### src/hw/rtl/scc_pkg.sv
// scc_pkg: types, codes and constants for the system control coprocessor
// used by scc_regfile and system_control_coprocessor; no dependencies
package scc_pkg;

    localparam int unsigned DataWidth = 32;

    typedef enum logic [1:0] {
        MODE_READ  = 2'd0,
        MODE_WRITE = 2'd1,
        MODE_CMD   = 2'd2,
        MODE_EXC   = 2'd3
    } mode_t;

    localparam logic [4:0] REG_RSVD_0       = 5'd0;
    localparam logic [4:0] REG_RSVD_1       = 5'd1;
    localparam logic [4:0] REG_RSVD_2       = 5'd2;
    localparam logic [4:0] REG_EXEC_BP      = 5'd3;
    localparam logic [4:0] REG_RSVD_4       = 5'd4;
    localparam logic [4:0] REG_DATA_BP      = 5'd5;
    localparam logic [4:0] REG_BP_CTRL      = 5'd7;
    localparam logic [4:0] REG_BAD_ADDR     = 5'd8;
    localparam logic [4:0] REG_DATA_BP_MASK = 5'd9;
    localparam logic [4:0] REG_RSVD_10      = 5'd10;
    localparam logic [4:0] REG_EXEC_BP_MASK = 5'd11;
    localparam logic [4:0] REG_STATUS       = 5'd12;
    localparam logic [4:0] REG_CAUSE        = 5'd13;
    localparam logic [4:0] REG_EPC          = 5'd14;

    localparam logic [DataWidth-1:0] CMD_RFE = 32'h0000_0010;

    localparam logic [4:0] EXC_INTERRUPT     = 5'd0;
    localparam logic [4:0] EXC_RESERVED_INSN = 5'd10;

    localparam logic [DataWidth-1:0] CAUSE_WRITE_MASK = 32'h0000_0300;

    typedef struct packed {
        mode_t                mode;
        logic [4:0]           reg_index;
        logic [DataWidth-1:0] data_in;
        logic [4:0]           exc_code;
        logic [1:0]           exc_cop_number;
        logic [DataWidth-1:0] fault_address;
        logic                 in_delay_slot;
        logic [DataWidth-1:0] current_pc;
    } item_t;

    typedef struct packed {
        logic [DataWidth-1:0] read_data;
        logic                 exception_raised;
    } result_t;

endpackage

### src/hw/rtl/system_control_coprocessor.sv
// system_control_coprocessor: top level of the coprocessor 0 block
// depends on scc_pkg and scc_regfile
//
// usage:
//   one word on the item channel is a register read, a register write, a
//   coprocessor command or an exception entry; each gives one result word
//   (read data and an exception flag) on the result channel
//   a word is taken when item_valid is high and item_stall is low, and
//   handed over when result_valid is high and result_stall is low
//   the item goes into an input register; the edge at which it advances
//   updates the coprocessor registers, loads the result register and
//   raises result_valid
//   throughput: one item per cycle, set by the single decode/update path
//   while the result register is stalled, a held item waits in the input
//   register and item_stall rises only once both registers are full
//   reset clears all coprocessor registers to zero and empties both stages
module system_control_coprocessor
    import scc_pkg::*;
(
    input  logic    clk,
    input  logic    rst_n,
    input  logic    item_valid,
    output logic    item_stall,
    input  item_t   item,
    output logic    result_valid,
    input  logic    result_stall,
    output result_t result
);

    logic    in_valid_reg, in_valid_next;
    item_t   in_reg;
    logic    out_valid_reg, out_valid_next;
    result_t out_reg;
    result_t calc;
    logic    advance;
    logic    take;

    scc_regfile u_regfile (
        .clk    (clk),
        .rst_n  (rst_n),
        .commit (advance),
        .item   (in_reg),
        .result (calc)
    );

    always_comb
    begin
        advance        = in_valid_reg && (!out_valid_reg || !result_stall);
        item_stall     = in_valid_reg && !advance;
        take           = item_valid && !item_stall;
        in_valid_next  = take || (in_valid_reg && !advance);
        out_valid_next = advance || (out_valid_reg && result_stall);
    end

    always_ff @(posedge clk or negedge rst_n)
    begin
        if (!rst_n)
        begin
            in_valid_reg  <= 1'b0;
            out_valid_reg <= 1'b0;
        end
        else
        begin
            in_valid_reg  <= in_valid_next;
            out_valid_reg <= out_valid_next;
        end
    end

    always_ff @(posedge clk)
    begin
        if (take)
        begin
            in_reg <= item;
        end
        if (advance)
        begin
            out_reg <= calc;
        end
    end

    assign result_valid = out_valid_reg;
    assign result       = out_reg;

    ap_stall_full: assert property (@(posedge clk) disable iff (!rst_n)
        item_stall |-> in_valid_reg && out_valid_reg)
        else $error("item stalled with a free stage");

    ap_advance: assert property (@(posedge clk) disable iff (!rst_n)
        advance |=> out_valid_reg)
        else $error("result lost after advance");

    ap_drain: assert property (@(posedge clk) disable iff (!rst_n)
        !in_valid_reg && out_valid_reg && !result_stall |=> !out_valid_reg)
        else $error("result repeated");

endmodule

### src/hw/rtl/scc_regfile.sv
// scc_regfile: coprocessor register state and the per-item decode and update
// depends on scc_pkg; state changes on the clock edge at which commit is high
module scc_regfile
    import scc_pkg::*;
(
    input  logic    clk,
    input  logic    rst_n,
    input  logic    commit,
    input  item_t   item,
    output result_t result
);

    logic [DataWidth-1:0] exec_bp_reg, exec_bp_next;
    logic [DataWidth-1:0] data_bp_reg, data_bp_next;
    logic [DataWidth-1:0] bp_ctrl_reg, bp_ctrl_next;
    logic [DataWidth-1:0] bad_addr_reg, bad_addr_next;
    logic [DataWidth-1:0] data_bp_mask_reg, data_bp_mask_next;
    logic [DataWidth-1:0] exec_bp_mask_reg, exec_bp_mask_next;
    logic [DataWidth-1:0] status_reg, status_next;
    logic [DataWidth-1:0] cause_reg, cause_next;
    logic [DataWidth-1:0] epc_reg, epc_next;

    logic                 reserved;
    logic                 raise_int;
    logic                 take_exc;
    logic [4:0]           code;
    logic [1:0]           cop;
    logic [DataWidth-1:0] badv;
    logic [DataWidth-1:0] rd;
    logic                 is_write;

    always_comb
    begin
        reserved  = item.reg_index inside {REG_RSVD_0, REG_RSVD_1, REG_RSVD_2,
                                           REG_RSVD_4, REG_RSVD_10};
        raise_int = ((item.mode == MODE_READ || item.mode == MODE_WRITE) && reserved)
                    || (item.mode == MODE_CMD && item.data_in != CMD_RFE);
        take_exc  = raise_int || item.mode == MODE_EXC;
        code      = raise_int ? EXC_RESERVED_INSN : item.exc_code;
        cop       = raise_int ? 2'd0 : item.exc_cop_number;
        badv      = raise_int ? '0 : item.fault_address;
        is_write  = item.mode == MODE_WRITE && !reserved;
    end

    // read path
    always_comb
    begin
        rd = '0;
        if (item.mode == MODE_READ && !reserved)
        begin
            if (item.reg_index[4])
            begin
                rd = cause_reg ^ ~epc_reg ^ status_reg;
            end
            else
            begin
                case (item.reg_index)
                    REG_EXEC_BP:      rd = exec_bp_reg;
                    REG_DATA_BP:      rd = data_bp_reg;
                    REG_BP_CTRL:      rd = bp_ctrl_reg;
                    REG_BAD_ADDR:     rd = bad_addr_reg;
                    REG_DATA_BP_MASK: rd = data_bp_mask_reg;
                    REG_EXEC_BP_MASK: rd = exec_bp_mask_reg;
                    REG_STATUS:       rd = status_reg;
                    REG_CAUSE:        rd = cause_reg;
                    REG_EPC:          rd = epc_reg;
                    default:          rd = '0;
                endcase
            end
        end
    end

    assign result.read_data        = rd;
    assign result.exception_raised = take_exc;

    // update path
    always_comb
    begin
        exec_bp_next      = exec_bp_reg;
        data_bp_next      = data_bp_reg;
        bp_ctrl_next      = bp_ctrl_reg;
        bad_addr_next     = bad_addr_reg;
        data_bp_mask_next = data_bp_mask_reg;
        exec_bp_mask_next = exec_bp_mask_reg;
        status_next       = status_reg;
        cause_next        = cause_reg;
        epc_next          = epc_reg;
        if (is_write)
        begin
            case (item.reg_index)
                REG_EXEC_BP:      exec_bp_next      = item.data_in;
                REG_DATA_BP:      data_bp_next      = item.data_in;
                REG_BP_CTRL:      bp_ctrl_next      = item.data_in;
                REG_DATA_BP_MASK: data_bp_mask_next = item.data_in;
                REG_EXEC_BP_MASK: exec_bp_mask_next = item.data_in;
                REG_STATUS:       status_next       = item.data_in;
                REG_CAUSE:        cause_next = (cause_reg & ~CAUSE_WRITE_MASK)
                                             | (item.data_in & CAUSE_WRITE_MASK);
                default:          ;
            endcase
        end
        if (item.mode == MODE_CMD && !raise_int)
        begin
            status_next = {status_reg[DataWidth-1:4], status_reg[5:2]};
        end
        if (take_exc)
        begin
            cause_next    = {item.in_delay_slot, cause_reg[30], cop, cause_reg[27:7],
                             code, cause_reg[1:0]};
            bad_addr_next = badv;
            // delay-slot faults other than interrupts return to the branch
            if (item.in_delay_slot && code != EXC_INTERRUPT)
            begin
                epc_next = item.current_pc;
            end
            else
            begin
                epc_next = item.current_pc + DataWidth'(4);
            end
        end
    end

    always_ff @(posedge clk or negedge rst_n)
    begin
        if (!rst_n)
        begin
            exec_bp_reg      <= '0;
            data_bp_reg      <= '0;
            bp_ctrl_reg      <= '0;
            bad_addr_reg     <= '0;
            data_bp_mask_reg <= '0;
            exec_bp_mask_reg <= '0;
            status_reg       <= '0;
            cause_reg        <= '0;
            epc_reg          <= '0;
        end
        else if (commit)
        begin
            exec_bp_reg      <= exec_bp_next;
            data_bp_reg      <= data_bp_next;
            bp_ctrl_reg      <= bp_ctrl_next;
            bad_addr_reg     <= bad_addr_next;
            data_bp_mask_reg <= data_bp_mask_next;
            exec_bp_mask_reg <= exec_bp_mask_next;
            status_reg       <= status_next;
            cause_reg        <= cause_next;
            epc_reg          <= epc_next;
        end
    end

    ap_exc_code: assert property (@(posedge clk) disable iff (!rst_n)
        commit && item.mode == MODE_EXC |=> cause_reg[6:2] == $past(item.exc_code))
        else $error("exception code not recorded in cause");

    ap_rfe_pop: assert property (@(posedge clk) disable iff (!rst_n)
        commit && item.mode == MODE_CMD && item.data_in == CMD_RFE
        |=> status_reg[3:0] == $past(status_reg[5:2]))
        else $error("return from exception did not pop status stack");

    ap_internal_exc: assert property (@(posedge clk) disable iff (!rst_n)
        commit && raise_int |=> cause_reg[6:2] == EXC_RESERVED_INSN && bad_addr_reg == '0)
        else $error("internal exception recorded wrongly");

    ap_no_exc_keep: assert property (@(posedge clk) disable iff (!rst_n)
        commit && !take_exc |=> $stable(epc_reg) && $stable(bad_addr_reg))
        else $error("return address changed without an exception");

endmodule

### config.mk
export PLATFORM = sky130hd
export DESIGN_NAME = system_control_coprocessor
export DESIGN_NICKNAME = d
export VERILOG_FILES = /design/src/hw/rtl/scc_pkg.sv /design/src/hw/rtl/system_control_coprocessor.sv /design/src/hw/rtl/scc_regfile.sv
export SDC_FILE = /design/constraint.sdc
export NUM_CORES = 1
export LEC_CHECK = 0
export BUFFER_PORTS_ARGS = -buffer_cell sky130_fd_sc_hd__buf_2
export CELL_PAD_IN_SITES_DETAIL_PLACEMENT = 0
export CELL_PAD_IN_SITES_GLOBAL_PLACEMENT = 2
export CORE_MARGIN = 2
export CORE_UTILIZATION = 43
export CTS_CLUSTER_SIZE = 40
export DETAILED_ROUTE_END_ITERATION = 10
export GPL_TIMING_DRIVEN = 0
export MAX_ROUTING_LAYER = met4
export PLACE_DENSITY = 0.89
export SLEW_MARGIN = 20
export SYNTH_ARGS = -nofsm -noshare
export SYNTH_HDL_FRONTEND = slang
export SYNTH_SLANG_ARGS = --single-unit
### constraint.sdc
create_clock -name clk -period 4.29 [get_ports clk]
set_input_delay 0.858 -clock clk [delete_from_list [all_inputs] [get_ports clk]]
set_output_delay 0.858 -clock clk [all_outputs]
set_load 0.02 [all_outputs]
* After elaboration in Yosys (flattened, before gate mapping)
Index checks and enable logic that the tools add are counted.
** Word-level totals
- Register bits :: 434
** Cells by class
- $add $sub $neg :: 1
- Reductions and logical operators :: 40
- Bitwise logic cells :: 6
- Multiplexer cells :: 12
- Equality and inequality tests :: 17
** Operator list (number)
- $pmux W32 S9 :: 1
- $mux W32 :: 6
- $xor A32 B32 Y32 :: 2
- $eq A5 B4 Y1 const B :: 7
- $add A32 B3 Y32 const B :: 1
- $ne A32 B5 Y1 const B :: 1
- $not A32 Y32 :: 1
- $or A32 B10 Y32 :: 1
- $reduce_and A3 Y1 :: 7
- $eq A5 B3 Y1 const B :: 3
- $mux W4 :: 3
- $eq A5 B2 Y1 const B :: 2
- $logic_and A1 B1 Y1 :: 10
- $reduce_bool A5 Y1 :: 2
- $reduce_and A4 Y1 :: 2
- $reduce_bool A2 Y1 :: 4
- $logic_not A1 Y1 :: 6
- $logic_or A1 B1 Y1 :: 6
- $eq A5 B1 Y1 const B :: 1
- $logic_not A5 Y1 :: 1
- $mux W5 :: 1
- $eq A2 B2 Y1 const B :: 2
- $eq A2 B1 Y1 const B :: 1
- $logic_not A2 Y1 :: 1
- 3 further kinds :: 4

* Logic depth before layout (Yosys ltp)
Gate-level depths: netlist of the first run.
- Depth after elaboration :: 8
- Depth in mapped cells :: 9
- Gate-level depth less buffers :: 7

* Modules after synthesis
A second synthesis of the first run with hierarchy kept.
** Unflattened totals
- Cells, all modules :: 1244
- Area total of the unflattened synthesis :: 17782.1 sq um
** By module, submodules not included
- scc_regfile :: area each 13365.3 sq um, cells an instance 1092, instances 1
- system_control_coprocessor :: area each 4416.7 sq um, cells an instance 152, instances 1

* Least setup slack after synthesis of the first run
Ideal clock, no wire load.
- Path type :: input-to-reg
- From :: input result_stall
- To :: register in_reg[0] in the netlist's numbering, enable pin
- Cell stages on the path :: 2
- Required time :: 3.807 ns
- Arrival :: 3.530 ns
- Slack :: 0.277 ns
- Library setup time :: 0.483 ns
- Cells stage by stage :: nand3_1 > and2_1
** On the way
- Word-level cells in the longest chain between the ends :: 7
** Ends and longest elaborated chain
- start: declaration :: RTL line system_control_coprocessor.sv:26 : input logic result_stall,
- $logic_not A1 Y1 :: RTL line system_control_coprocessor.sv:48 : advance = in_valid_reg && (!out_valid_reg || !result_stall);
- $logic_or A1 B1 Y1 :: RTL line system_control_coprocessor.sv:48
- $logic_and A1 B1 Y1 :: RTL line system_control_coprocessor.sv:48
- $logic_not A1 Y1 :: RTL line system_control_coprocessor.sv:49 : item_stall = in_valid_reg && !advance;
- $logic_and A1 B1 Y1 :: RTL line system_control_coprocessor.sv:49
- $logic_not A1 Y1 :: RTL line system_control_coprocessor.sv:50 : take = item_valid && !item_stall;
- $logic_and A1 B1 Y1 :: RTL line system_control_coprocessor.sv:50
- via take :: RTL line system_control_coprocessor.sv:36 : logic take;
- end signal: assignment :: RTL line system_control_coprocessor.sv:73 : in_reg <= item;
- end: declaration :: RTL line system_control_coprocessor.sv:31 : item_t in_reg;
The timed path passes the listed nets, and every way through them passes these cells.
A chain may end at the register's enable or synchronous reset.

* Worst setup path in the final report of the first run
- From :: register in_reg[108] in the netlist's numbering
- To :: register out_reg (netlist bit result[20]) (data pin)
** On the way
- Word-level cells in the longest chain between the ends :: 4
** Ends and longest elaborated chain
- branches (longest 4 deep; another with $pmux W32 S9)
- end signal: assignment :: RTL line system_control_coprocessor.sv:77 : out_reg <= calc;
- end: declaration :: RTL line system_control_coprocessor.sv:33 : result_t out_reg;
Parallel ways; which one is timed is not known.

==> run summary, run 1 <==
Psw - 2380 uW
fin worst setup slack - 0.645 ns
final hold vios - 0
Clock Power Share - 0.398
antenna violations before repair - 0
GRT Util Overall - 0.251
slowest cell on the critical path - buf_1
Post-Syn Nets - 1323
H-tree Lvls - 2
Clock Sinks - 412
post-CTS resize count - 0
Critical Path Start Type - flop
Slew @ Worst Pin - 1.13 ns
Rel. slew slack - 0.242
crit path cell chain - buf_2 -> nand3b_1 -> nor2_1 -> buf_2 -> buf_1 -> a221oi_1 -> a31oi_1
Yosys top cell by area - dfrtp_1
DRT iter0 DRCs - 1286
root buffer cell - clkbuf_16
Post-synth ARST share - 0.650
Pwr per Cell Area - 465 nW/um^2
CP Class - flop to flop
Tmin final - 3.65 ns
Buf+Inv Stages, Crit Path - 3
setup bufs post-CTS - 0
CTS tree - done
Hold Path Class - primary input to asynchronous set/reset pin
cell area after synthesis - 17300 sq um
EDFF count, synth - 144
initial core utilization - 0.436
top cell type's share of synthesized area - 0.388
Max Slew Vio Count - 0
CTS clk-pin slew, worst paths - 0.06 ns
status - finished clean
first-pass GRT wire length - 74500 microns
antenna cell count - 0
register bit total from synthesis - 412
Ys Warns - 0
Worst Path Required - 4.64 ns
Vias per Instance - 5.83
Worst Reg-to-Reg Cells - 7
Most used DFF post-synth - dfrtp_1
chip height - 204 microns
worst reg2reg path endpoint - result[20]$_SDFFCE_PN0P_
pin count of the biggest net entering global routing - 76
max FFs per register - 111
global route overflow - 0
dpl hpwl - 34200 microns
die area - 41800 sq um
RSZ-0062 raised after global routing - false
top cells by area, synth - dfrtp_1 (39%), edfxtp_1 (25%), mux2_2 (12%), xnor2_1 (3.1%), a22o_1 (2.4%)
Crit path largest cell delay - 0.71 ns
Final setup violation count - 0
DRC - 0
core area - 39600 sq um
count of cell types in the netlist - 50
routability cong. - 0.895
period utilization - 0.850
overall routed net length - 50000 microns
DRT antenna net count - 0
count leader, synth - dfrtp_1
hold-fix buffer count after cts - 0
Pleak - 0.00861 uW
Port Buffers - 149
Sw Ratio - 0.252
cts bufs inserted - 44
fill count - 3451
mean post-synth cell area - 14.3 sq um
IR drop worst, VDD - 0.312 mV
Cells after Synth - 1207
nets@finish - 1524
First-pass DRT Iterations - 6
R2R setup slack - 0.64 ns
Layout area overhead - 17.3%
Crit path max-delay family - buffers and inverters
Clock Tree Buf Depth - 3
CP Data Arrival Time - 3.99 ns
clk_lat worst skew - 0.58 ns
register area share after synthesis - 0.639
Setup crit end kind - flop
IO Count - 150
R2R Path Start - in_reg[108]$_DFFE_PP_
Combinational Power Share - 0.092
Max Cap Viol - 0
die width - 204 microns
sequential power share - 0.510
top cells by count, synth - dfrtp_1 (268), mux2_2 (184), edfxtp_1 (144), xnor2_1 (61), a22oi_1 (54)
Rows - 73
Worst path most repeated cell - buf_2
clock skew - 0.0133 ns
worst-path maximum fanout - 10
critical path depth in cells - 7
share of layout cells above drive strength 1 - 0.317
Vias - 11500
routed len/inst - 25.4 microns
total power - 9420 uW
P_int - 7050 uW
vias in the first global route - 11400
pre-CTS WS - 0.825 ns
Max Fclk - 274 MHz
[routing by layer]
layer	wire [microns]	global-route usage	up-vias
met5	0	-	-
met4	1300	0.0784	0
met3	3910	0.0438	79
met2	22800	0.375	433
met1	22000	0.350	5908
li1	-	-	5057
[area by class of cell]
class                           instances  area, sq um  share of cell area
Clock buffer                           59         1220              0.0602
Timing Repair Buffer                  155          913              0.0451
Buffer                                 75          389              0.0192
Clock inverter                         23          201             0.00994
Tap cell                              525          657              0.0324
Multi-Input combinational cell        710         5810               0.287
Sequential cell                       412        11000               0.545
Inverter                               10         37.5             0.00185
[through the flow]
stage	setup TNS, ns	hold slack [ns]	std cells	utilization	cell area, sq um
finish	0	0.212	1969	0.511	20300
global route	0	0.246	1969	0.511	20300
CTS	0	0.229	1969	0.511	20300
detailed placement	0	0.456	1887	0.475	18800
global placement	-788.68	0.453	1881	0.471	18700
floorplan	0	0.443	1207	-	17300
[how the worst max path moves through the flow]
stage                               start                       end
floorplan                    result_stall       in_reg[0]$_DFFE_PP_
global placement                    rst_n    in_valid_reg$_DFF_PN0_
detailed placement  in_reg[108]$_DFFE_PP_  result[20]$_SDFFCE_PN0P_
CTS                 in_reg[108]$_DFFE_PP_  result[20]$_SDFFCE_PN0P_
global route        in_reg[108]$_DFFE_PP_  result[20]$_SDFFCE_PN0P_
finish              in_reg[108]$_DFFE_PP_  result[20]$_SDFFCE_PN0P_
[kinds of logic (layout without fill, tap and decap cells)]
logic type	after synthesis	after routing	synth area share
multiplexers	199	199	0.129
XOR/XNOR	70	70	0.0355
buffers and inverters	85	322	0.0247
AND/OR/NAND/NOR	205	205	0.0652
adder cells (fa/ha/maj)	1	1	0.000725
AO/OA/AOI/OAI	235	235	0.105
flip-flops	412	412	0.639
[power by group through the flow]
| stage | clock, uW | combinational (uW) | sequential, uW |
|---|---|---|---|
| detailed placement | 0 | 873 | 4860 |
| finish | 3750 | 869 | 4800 |
| global placement | 0 | 823 | 4860 |
| CTS | 3830 | 877 | 4790 |
| floorplan | 0 | 537 | 4750 |
| global route | 3990 | 961 | 4840 |
[cell usage in the layout, fill, tap and decap left out, drive strengths merged, types with 9 or more instances in the layout]
cell and instances:
a222oi 38, dfrtp 268, inv 12, o21ai 36, nor3 27, and3 12
nor4 21, a31oi 13, nand3 28, nand4 12, a221oi 22, xor2 9
clkbuf 90, clkinv 17, buf 199, nor2 25, a22oi 54, nand2 49
a22o 48, a21oi 16, xnor2 61, edfxtp 144, mux2 194
Note: power is estimated with default switching activity, not from simulation.
==> run 2, diff against run 1 <==
--- a/config.mk
+++ b/config.mk
@@ -5,11 +5,12 @@
 export SDC_FILE = /design/constraint.sdc
 export NUM_CORES = 1
 export LEC_CHECK = 0
+export ABC_AREA = 1
 export BUFFER_PORTS_ARGS = -buffer_cell sky130_fd_sc_hd__buf_2
 export CELL_PAD_IN_SITES_DETAIL_PLACEMENT = 0
 export CELL_PAD_IN_SITES_GLOBAL_PLACEMENT = 2
 export CORE_MARGIN = 2
-export CORE_UTILIZATION = 43
+export CORE_UTILIZATION = 38
 export CTS_CLUSTER_SIZE = 40
 export DETAILED_ROUTE_END_ITERATION = 10
 export GPL_TIMING_DRIVEN = 0
==> constraint.sdc (replaced) <==
create_clock -name clk -period 3.4 [get_ports clk]
set_input_delay 0.68 -clock clk [delete_from_list [all_inputs] [get_ports clk]]
set_output_delay 0.68 -clock clk [all_outputs]
set_load 0.02 [all_outputs]
==> run summary, run 2 <==
setup bufs post-CTS - 0 (unchanged)
CTS clk-pin slew, worst paths - 0.06 ns (about the same)
Port Buffers - 149 (unchanged)
sequential power share - 0.487 (was 0.510)
pin count of the biggest net entering global routing - 90 (was 76)
initial core utilization - 0.383 (was 0.436)
chip height - 223 microns (was 204 microns)
Clock Power Share - 0.399 (was 0.398)
DRT antenna net count - 0 (unchanged)
Post-synth ARST share - 0.650 (unchanged)
Hold Path Depth - 1
Yosys top cell by area - dfrtp_1 (unchanged)
antenna violations before repair - 0 (unchanged)
status - finished clean (unchanged)
GRT Util Overall - 0.263 (was 0.251)
die width - 223 microns (was 204 microns)
worst reg2reg path endpoint - result[21]$_SDFFCE_PN0P_ (was result[20]$_SDFFCE_PN0P_)
antenna cell count - 0 (unchanged)
top cells by count, synth - nand2_1 (631), dfrtp_1 (268), o21ai_0 (224), inv_1 (175), edfxtp_1 (144) (was dfrtp_1 (268), mux2_2 (184), edfxtp_1 (144), xnor2_1 (61), a22oi_1 (54))
register area share after synthesis - 0.606 (was 0.639)
Max Slew Vio Count - 0 (unchanged)
worst-path maximum fanout - 10 (unchanged)
Pleak - 0.00986 uW (was 0.00861 uW)
DRC - 0 (unchanged)
commonest non-fill, non-tap cell in the layout - nand2_1 (was dfrtp_1)
overall routed net length - 62900 microns (was 50000 microns)
R2R Path Start - in_reg[104]$_DFFE_PP_ (was in_reg[108]$_DFFE_PP_)
count leader, synth - nand2_1 (was dfrtp_1)
Sum Neg Setup Slack - 0 ns (unchanged)
CTS tree - done (unchanged)
final hold vios - 0 (unchanged)
count of cell types in the netlist - 41 (was 50)
top cell type's share of synthesized area - 0.369 (was 0.388)
P_int - 9230 uW (was 7050 uW)
top cells by area, synth - dfrtp_1 (37%), edfxtp_1 (24%), nand2_1 (13%), o21ai_0 (6.2%), inv_1 (3.6%) (was dfrtp_1 (39%), edfxtp_1 (25%), mux2_2 (12%), xnor2_1 (3.1%), a22o_1 (2.4%))
global route overflow - 0 (unchanged)
R2R setup slack - 0.006 ns (was 0.64 ns)
Psw - 3390 uW (was 2380 uW)
Clock Sinks - 412 (unchanged)
Ys Warns - 0 (unchanged)
Vias - 15000 (was 11500)
share of layout cells above drive strength 1 - 0.120 (was 0.317)
nets@finish - 2311 (was 1524)
IR drop worst, VDD - 0.375 mV (was 0.312 mV)
Rows - 80 (was 73)
Sw Ratio - 0.269 (was 0.252)
clk_lat worst skew - 0.60 ns (was 0.58 ns)
first-pass GRT wire length - 93400 microns (was 74500 microns)
Pwr per Cell Area - 589 nW/um^2 (was 465 nW/um^2)
die area - 49700 sq um (was 41800 sq um)
EDFF count, synth - 144 (unchanged)
DRT iter0 DRCs - 1519 (was 1286)
Combinational Power Share - 0.114 (was 0.092)
First-pass DRT Iterations - 5 (was 6)
RSZ-0062 raised after global routing - false (unchanged)
cts bufs inserted - 46 (was 44)
Setup crit end kind - flop (unchanged)
mean post-synth cell area - 9.14 sq um (was 14.3 sq um)
IO Count - 150 (unchanged)
Most used DFF post-synth - dfrtp_1 (unchanged)
fin worst setup slack - 0.00583 ns (was 0.645 ns)
Clock Tree Buf Depth - 3 (unchanged)
commonest non-fill, non-tap cells in the layout - nand2_1 (631), dfrtp_1 (268), o21ai_0 (224), inv_1 (173), buf_2 (161) (was dfrtp_1 (268), mux2_2 (184), buf_2 (171), edfxtp_1 (144), xnor2_1 (61))
core area - 47500 sq um (was 39600 sq um)
Layout area overhead - 17.7% (was 17.3%)
Final setup violation count - 0 (unchanged)
Hold EP - in_reg[67]$_DFFE_PP_
Worst Reg-to-Reg Cells - 9 (was 7)
Cells after Synth - 1990 (was 1207)
Max Cap Viol - 0 (unchanged)
Tmin final - 3.39 ns (was 3.65 ns)
pre-CTS WS - 0.0335 ns (was 0.825 ns)
CP Data Arrival Time - 3.74 ns (was 3.99 ns)
Max Fclk - 295 MHz (was 274 MHz)
routability cong. - 0.896 (was 0.895)
clock skew - 0.0197 ns (was 0.0133 ns)
Post-Syn Nets - 2106 (was 1323)
Slew @ Worst Pin - 1.11 ns (was 1.13 ns)
routed len/inst - 22.1 microns (was 25.4 microns)
Critical Path Start Type - flop (unchanged)
Worst Hold Launch - item[67]
Rel. slew slack - 0.257 (was 0.242)
cell area after synthesis - 18200 sq um (was 17300 sq um)
Worst Path Required - 3.75 ns (was 4.64 ns)
root buffer cell - clkbuf_16 (unchanged)
register bit total from synthesis - 412 (unchanged)
max FFs per register - 111 (unchanged)
Hold Path Class - primary input to flop (was primary input to asynchronous set/reset pin)
dpl hpwl - 45100 microns (was 34200 microns)
Vias per Instance - 5.25 (was 5.83)
CP Class - flop to flop (unchanged)
period utilization - 0.998 (was 0.850)
H-tree Lvls - 2 (unchanged)
vias in the first global route - 14700 (was 11400)
run 2: cell count changes in the layout (fill, tap and decap cells not counted), moves of 30 or more:
| cell | delta |
|---|---|
| nor2_1 | +90 |
| nand3_1 | +96 |
| o21ai_0 | +199 |
| a22oi_1 | -54 |
| xnor2_1 | -48 |
| clkbuf_1 | +48 |
| inv_1 | +164 |
| mux2_2 | -184 |
| a22o_1 | -42 |
| a21oi_1 | +30 |
| a222oi_1 | -38 |
| nand2_1 | +582 |
run 2: cell families after synthesis:
group | count (synthesis) | synth area share
compound gates | 340 | 0.106
fa+ha+maj | 1 | 0.000687
simple gates | 920 | 0.206
xor+xnor | 43 | 0.0207
flops | 412 | 0.606
buf+inv | 274 | 0.0603
run 2: worst max path at each step:
stage	slack, ns	from	cells past startpoint	endpoint
final	0.006	in_reg[104]$_DFFE_PP_	9	result[21]$_SDFFCE_PN0P_
after detailed placement	0.03	in_reg[108]$_DFFE_PP_	9	result[20]$_SDFFCE_PN0P_
after global routing	0.05	in_reg[104]$_DFFE_PP_	9	result[21]$_SDFFCE_PN0P_
after global placement	-3.53	rst_n	1	u_regfile.bad_addr_reg[14]$_DFFE_PN0P_
after CTS	0.002	in_reg[108]$_DFFE_PP_	9	result[20]$_SDFFCE_PN0P_
after floorplan	0.25	result_stall	3	in_reg[0]$_DFFE_PP_
run 2: cell type report:
type,count,area (sq um)
plain buffers,92,415
clock buffers,71,1340
clock inverters,13,165
fillers,4621,26100
inverters,182,687
multi-input cells,1304,6070
flip-flops and latches,412,11000
well taps,615,769
repair buffers,157,936
run 2: per-stage QoR:
step	instance area, sq um	instances	power [uW]	hold slack (ns)	util
after floorplan	18200	1990	6960	0.384	-
after global placement	19700	2754	7590	0.444	0.415
after detailed placement	19900	2761	7660	0.443	0.418
after CTS	21400	2846	12700	0.230	0.450
after global routing	21400	2846	13100	0.246	0.450
final	21400	2846	12600	0.257	0.450
run 2: power by group through the flow:
stage	sequential (uW)	clock [uW]	combinational (uW)
after floorplan	6090	0	870
after global placement	6220	0	1370
after detailed placement	6220	0	1440
after CTS	6130	5110	1450
after global routing	6190	5320	1630
final	6140	5030	1440
run 2: per-layer routing:
| layer | track usage | vias to the layer above | routed length [microns] |
|---|---|---|---|
| li1 | - | 6967 | - |
| met3 | 0.0393 | 129 | 4430 |
| met1 | 0.340 | 7267 | 26200 |
| met4 | 0.0989 | 0 | 2510 |
| met2 | 0.421 | 590 | 29700 |
| met5 | - | - | 0 |
run 2: timing repair:
item	4_1_cts	5_1_grt
endpoints found under the setup margin	0	2
hold buffers	1	0
endpoints found under the hold margin	34	0
gates resized for setup	0	3
run 2: worst max-delay path, cell delays in order, from the launching register on:
cell,delay [ns]
edfxtp_1,0.53
nand2_1,0.14
inv_1,0.07
nand3_2,0.30
clkinv_1,0.47
clkbuf_1,0.51
a221oi_1,0.69
nand4_1,0.27
nand2_1,0.12
inv_1,0.05
